`config.mk`:
```
export PLATFORM = sky130hd
export DESIGN_NAME = wmps_ram
export DESIGN_NICKNAME = d
export VERILOG_FILES = /design/src/rtl/core/wmps_ram.sv
export SDC_FILE = /design/constraint.sdc
export NUM_CORES = 1
export LEC_CHECK = 0
export BUFFER_PORTS_ARGS = -buffer_cell sky130_fd_sc_hd__buf_2
export CAP_MARGIN = 5
export CORE_ASPECT_RATIO = 0.5
export CORE_MARGIN = 8
export CORE_UTILIZATION = 45
export CTS_CLUSTER_SIZE = 20
export DETAILED_ROUTE_END_ITERATION = 6
export GPL_TIMING_DRIVEN = 0
export PLACE_DENSITY = 0.64
export SLEW_MARGIN = 10
export SYNTH_ARGS = -nofsm -noshare
export SYNTH_HDL_FRONTEND = slang
export SYNTH_SLANG_ARGS = --single-unit
export TNS_END_PERCENT = 100
```
`constraint.sdc`:
```
create_clock -name i_clk -period 2.3 [get_ports i_clk]
set_clock_uncertainty 0.1 [all_clocks]
set_input_delay 0.23 -clock i_clk [delete_from_list [all_inputs] [get_ports i_clk]]
set_output_delay 0.23 -clock i_clk [all_outputs]
set_load 0.01 [all_outputs]
```
`src/rtl/core/wmps_ram.sv`:
```
// ----------------------------------------------------------------------------
// wmps_ram
// Generic one-write one-read synchronous RAM with registered read data.
// ----------------------------------------------------------------------------
module wmps_ram #(
    parameter int WIDTH = 8,
    parameter int DEPTH = 16
) (
    input  logic                     i_clk,
    input  logic                     i_we,
    input  logic [$clog2(DEPTH)-1:0] i_waddr,
    input  logic [WIDTH-1:0]         i_wdata,
    input  logic [$clog2(DEPTH)-1:0] i_raddr,
    output logic [WIDTH-1:0]         o_rdata
);

    logic [WIDTH-1:0] r_mem [DEPTH];

    always_ff @(posedge i_clk) begin
        if (i_we) begin
            r_mem[i_waddr] <= i_wdata;
        end
        o_rdata <= r_mem[i_raddr];
    end

endmodule

```
### Yosys cells after proc, flatten, opt, wreduce, memory -nomap -nowiden

Memory sizes are Yosys's and may differ from the RTL's. A register that Yosys moved wholly into a read port is not among the register bits.
Index checks and enable logic that the tools add are counted.

* muxes and demuxes: 2

Operators by type and width (count)
* $mux W1: 2

* memories kept: 1
* bits of input ports: 18
* bits in writable memories: 128
* flip-flop bits (word level): 0
* output and inout port bits: 8

Memories
* r_mem: depth 16, width 8, rd ports 1, clocked after Yosys merged registers in 1, wr ports 1, RTL line 17 `logic [WIDTH-1:0] r_mem [DEPTH];`

### Logic depth before layout (Yosys ltp)

* depth after elaboration: 2
* depth in mapped cells: 5
* depth with buffers taken out: 3

### Worst setup path before layout

No wires, ideal clock.

* path kind: input-to-reg
* from: input i_waddr[2]
* to: memory r_mem[0][0] (enable)
* required time: 1.817 ns
* setup time: 0.383 ns
* path slack: 0.477 ns
* buffers on the path: 0
* arrival: 1.340 ns
* cell stages on the path: 2
* cells stage by stage: or3b_2 > nor3_1

RTL lines
* start: declaration: RTL line 11 `input logic [$clog2(DEPTH)-1:0] i_waddr,`
* end: declaration: RTL line 17

No word-level cell before the write port.

==> impl_metrics.yaml <==
run_status:
  status: "finished clean"
synth:
  synthTopCellsByCount: "edfxtp_1, mux4_2, a22oi_1, mux4_1, nor2_1"
  synth_area_leaders: "edfxtp_1, mux4_2, mux4_1"
  syn_area_per_cell_um2: 22.5
  synth_compound_area_share_pct: 2.33
  synth_edf_count: 128
  synth_top_family_by_area: "multiplexers"
  synth_ff_type: "edfxtp_1"
  synth_top_area_share_pct: 74.7
  yosys.area_share.adder_pct: 0
  async_flop_share_pct: 0
  yosys_warnings: 0
  synth.area.mux_share_pct: 15.0
  ys_ff_latch: 136
  yosys.cell_types.count: 19
  yosysMostFrequentCell: "edfxtp_1"
  mappedNetlistArea_mm2: 0.00515
  synth_largest_area_cell: "edfxtp_1"
  synth_fp_nets: 247
  syn_inst: 229
  synth_xor_area_share_pct: 0
  yosys.area_share.simple_pct: 3.18
  yosysSeqAreaShare_pct: 77.8
pwr:
  pwr-share-comb_pct: 4.7
  leakagePower_nw: 2.03
  pwr-share-clk_pct: 47.1
  p_int_mw: 4.60
  sequentialPowerShare_pct: 48.3
  sw_frac_of_total_pct: 20.4
  powerDensity_mw_per_mm2: 952
  ir_worst_vdd_uv: 439
  p_switching_mw: 1.17
worst_setup_path:
  r2r-start: "r_mem[5][0]"
  r2r-end: "o_rdata[0]"
  crit_path_start_kind: "flip-flop"
  r2r_cells: 3
  cpLargestDelayFamily: "multiplexers"
  path_depth: 3
  criticalPathCategory: "reg2reg"
  rrSetupSlack_ps: 670
  path_buf_inv: 0
  crit_chain: "mux4_1, a22oi_1, nand2_1"
  end_kind: "flip-flop"
  slowest_delay_ps: 540
  crit_fanout: 1
  cp_data_arrival_time_ps: 1820
  cp_slowest_cell: "mux4_1"
  critical_path.endpoint: "o_rdata[0]"
  crit_path_start: "r_mem[5][0]"
  critPathRequiredTime_ps: 2490
routing:
  drc_errors: 0
  ant_nets: 0
  viasPerCell: 5.58
  drt_wl_total_um: 10100
  drt_iter0_drc: 168
  dr_total_vias: 2399
  routedWlPerCell_um: 23.4
  drt-pass1-iter-count: 4
cts:
  postCtsHoldBufs: 0
  clk_path_buf_depth: 2
  insertion_delay_ps: 420
  cts_tree: "done"
  cts_resized: 0
  clk_pin_slew_worst_paths_ps: 60
  cts_max_level: 4
  numClockSinks: 136
  cts_setup_buffers: 0
  root_buffer: "clkbuf_16"
  cts_buffers: 17
sta:
  relSlewSlack_pct: 45.1
  slew_violations: 0
  hold_violations: 0
  hold_slack_ps: 113
  layout_min_cycle_time_ps: 1630
  worst_pin_slew_ps: 821
  rsz0062_at_grt: "no"
  setup-tns-final_ps: 0
  setup_viol: 0
  period_share_pct: 71.1
  setup_ws_ps: 665
  fmax_mhz: 612
placed_design:
  dp_cells: 398
  place.gp.congestion: 0.760
  io_buffers: 24
  place_ws_ps: -128
  hpwl_um: 6560
floorplan:
  placementRows: 27
  die_h_um: 91.6
  coreArea_mm2: 0.0111
  start_util_pct: 46.5
  dieArea_mm2: 0.0153
  die_x_um: 167
  pin_count: 26
grt:
  antenna_found_initial: 0
  grt_max_degree: 17
  grt_pass1_vias: 2526
  grt_overflow_total: 0
  grt_pass1_wl_um: 15100
  grt_use_total_pct: 13.9
cells_and_area:
  drive_above_1_share_pct: 30.5
  syn_to_final_growth_pct: 17.8
  diodes: 0
  finalNetCount: 290
  fin_cells: 430
hold_path:
  hold_path.class: "in2reg"
job:
  max_cap_viol_count: 0
==> registers in the layout, indices dropped and copies added (netlist names) <==
| name | count |
|---|---|
| o_rdata | 8 |
| r_mem | 128 |
==> area by class of cell <==
class	count	area [um^2]
clock buffer	18	439
multi-input combinational	83	1080
buffer	10	86.3
fill	834	5020
sequential	136	4000
clock inverter	14	156
timing repair buffer	24	120
tap	145	181
==> layout by cell type (no fill, tap or decap) <==
master	netlist	routed
clkbuf_8	0	1
or3b_2	1	1
clkinv_4	0	1
and2b_1	1	1
a22oi_1	16	16
nand2_1	9	9
buf_4	1	1
mux4_1	14	14
dfxtp_1	8	8
mux4_2	18	18
nand2b_1	2	2
nor3_2	0	4
and2_1	1	1
clkinv_1	0	2
clkdlybuf4s25_2	3	3
nand3b_1	2	2
buf_6	3	3
bufinv_16	0	3
nor2_1	13	13
clkbuf_16	0	17
nor2b_1	1	1
buf_2	3	27
clkinvlp_4	0	4
clkinv_2	0	4
nand3_1	1	1
edfxtp_1	128	128
==> worst register-to-register path, cell delays in order, from the launching register on <==
cell and delay [ps]:
edfxtp_1 370, mux4_1 540, a22oi_1 390, nand2_1 110
==> layer usage <==
layer / wire length (um) / track usage, % / vias up
met5: 0 / 0 / -
met4: 182 / 7.60 / 0
met3: 746 / 4.40 / 15
met2: 4800 / 21.3 / 76
met1: 4340 / 17.7 / 1249
li1: - / - / 1059
==> power by group through the flow <==
stage | registers, mW | clock network, mW | logic (mW)
final | 2.79 | 2.72 | 0.269
after global routing | 2.79 | 2.85 | 0.290
after CTS | 2.79 | 2.75 | 0.272
after detailed placement | 2.84 | 0 | 0.271
after global placement | 2.83 | 0 | 0.263
after floorplan | 2.84 | 0 | 0.141
==> kinds of logic after synthesis <==
| group | count (synthesis) |
|---|---|
| AOI/OAI and AO/OA | 16 |
| buffers and inverters | 10 |
| muxes | 32 |
| DFF | 136 |
| and+or+nand+nor | 35 |
==> worst min path at each step <==
stage / to / depth (start not counted) / from / slack [ps]
after CTS: r_mem[4][5] / 1 / i_wdata[5] / 100
after floorplan: r_mem[0][0] / 0 / i_wdata[0] / 230
final: r_mem[1][5] / 1 / i_wdata[5] / 110
after detailed placement: o_rdata[4] / 1 / o_rdata[4] / 530
after global routing: r_mem[4][6] / 1 / i_wdata[6] / 100
after global placement: r_mem[14][5] / 1 / i_wdata[5] / 520
==> per-stage QoR <==
step / power, mW / area [um^2] / utilization (%)
after floorplan: 2.98 / 5150 / -
after global placement: 3.09 / 5450 / 49.2
after detailed placement: 3.11 / 5450 / 49.2
after CTS: 5.80 / 6040 / 54.6
after global routing: 5.93 / 6060 / 54.7
final: 5.77 / 6060 / 54.7
(Power assumes the default switching activity.)
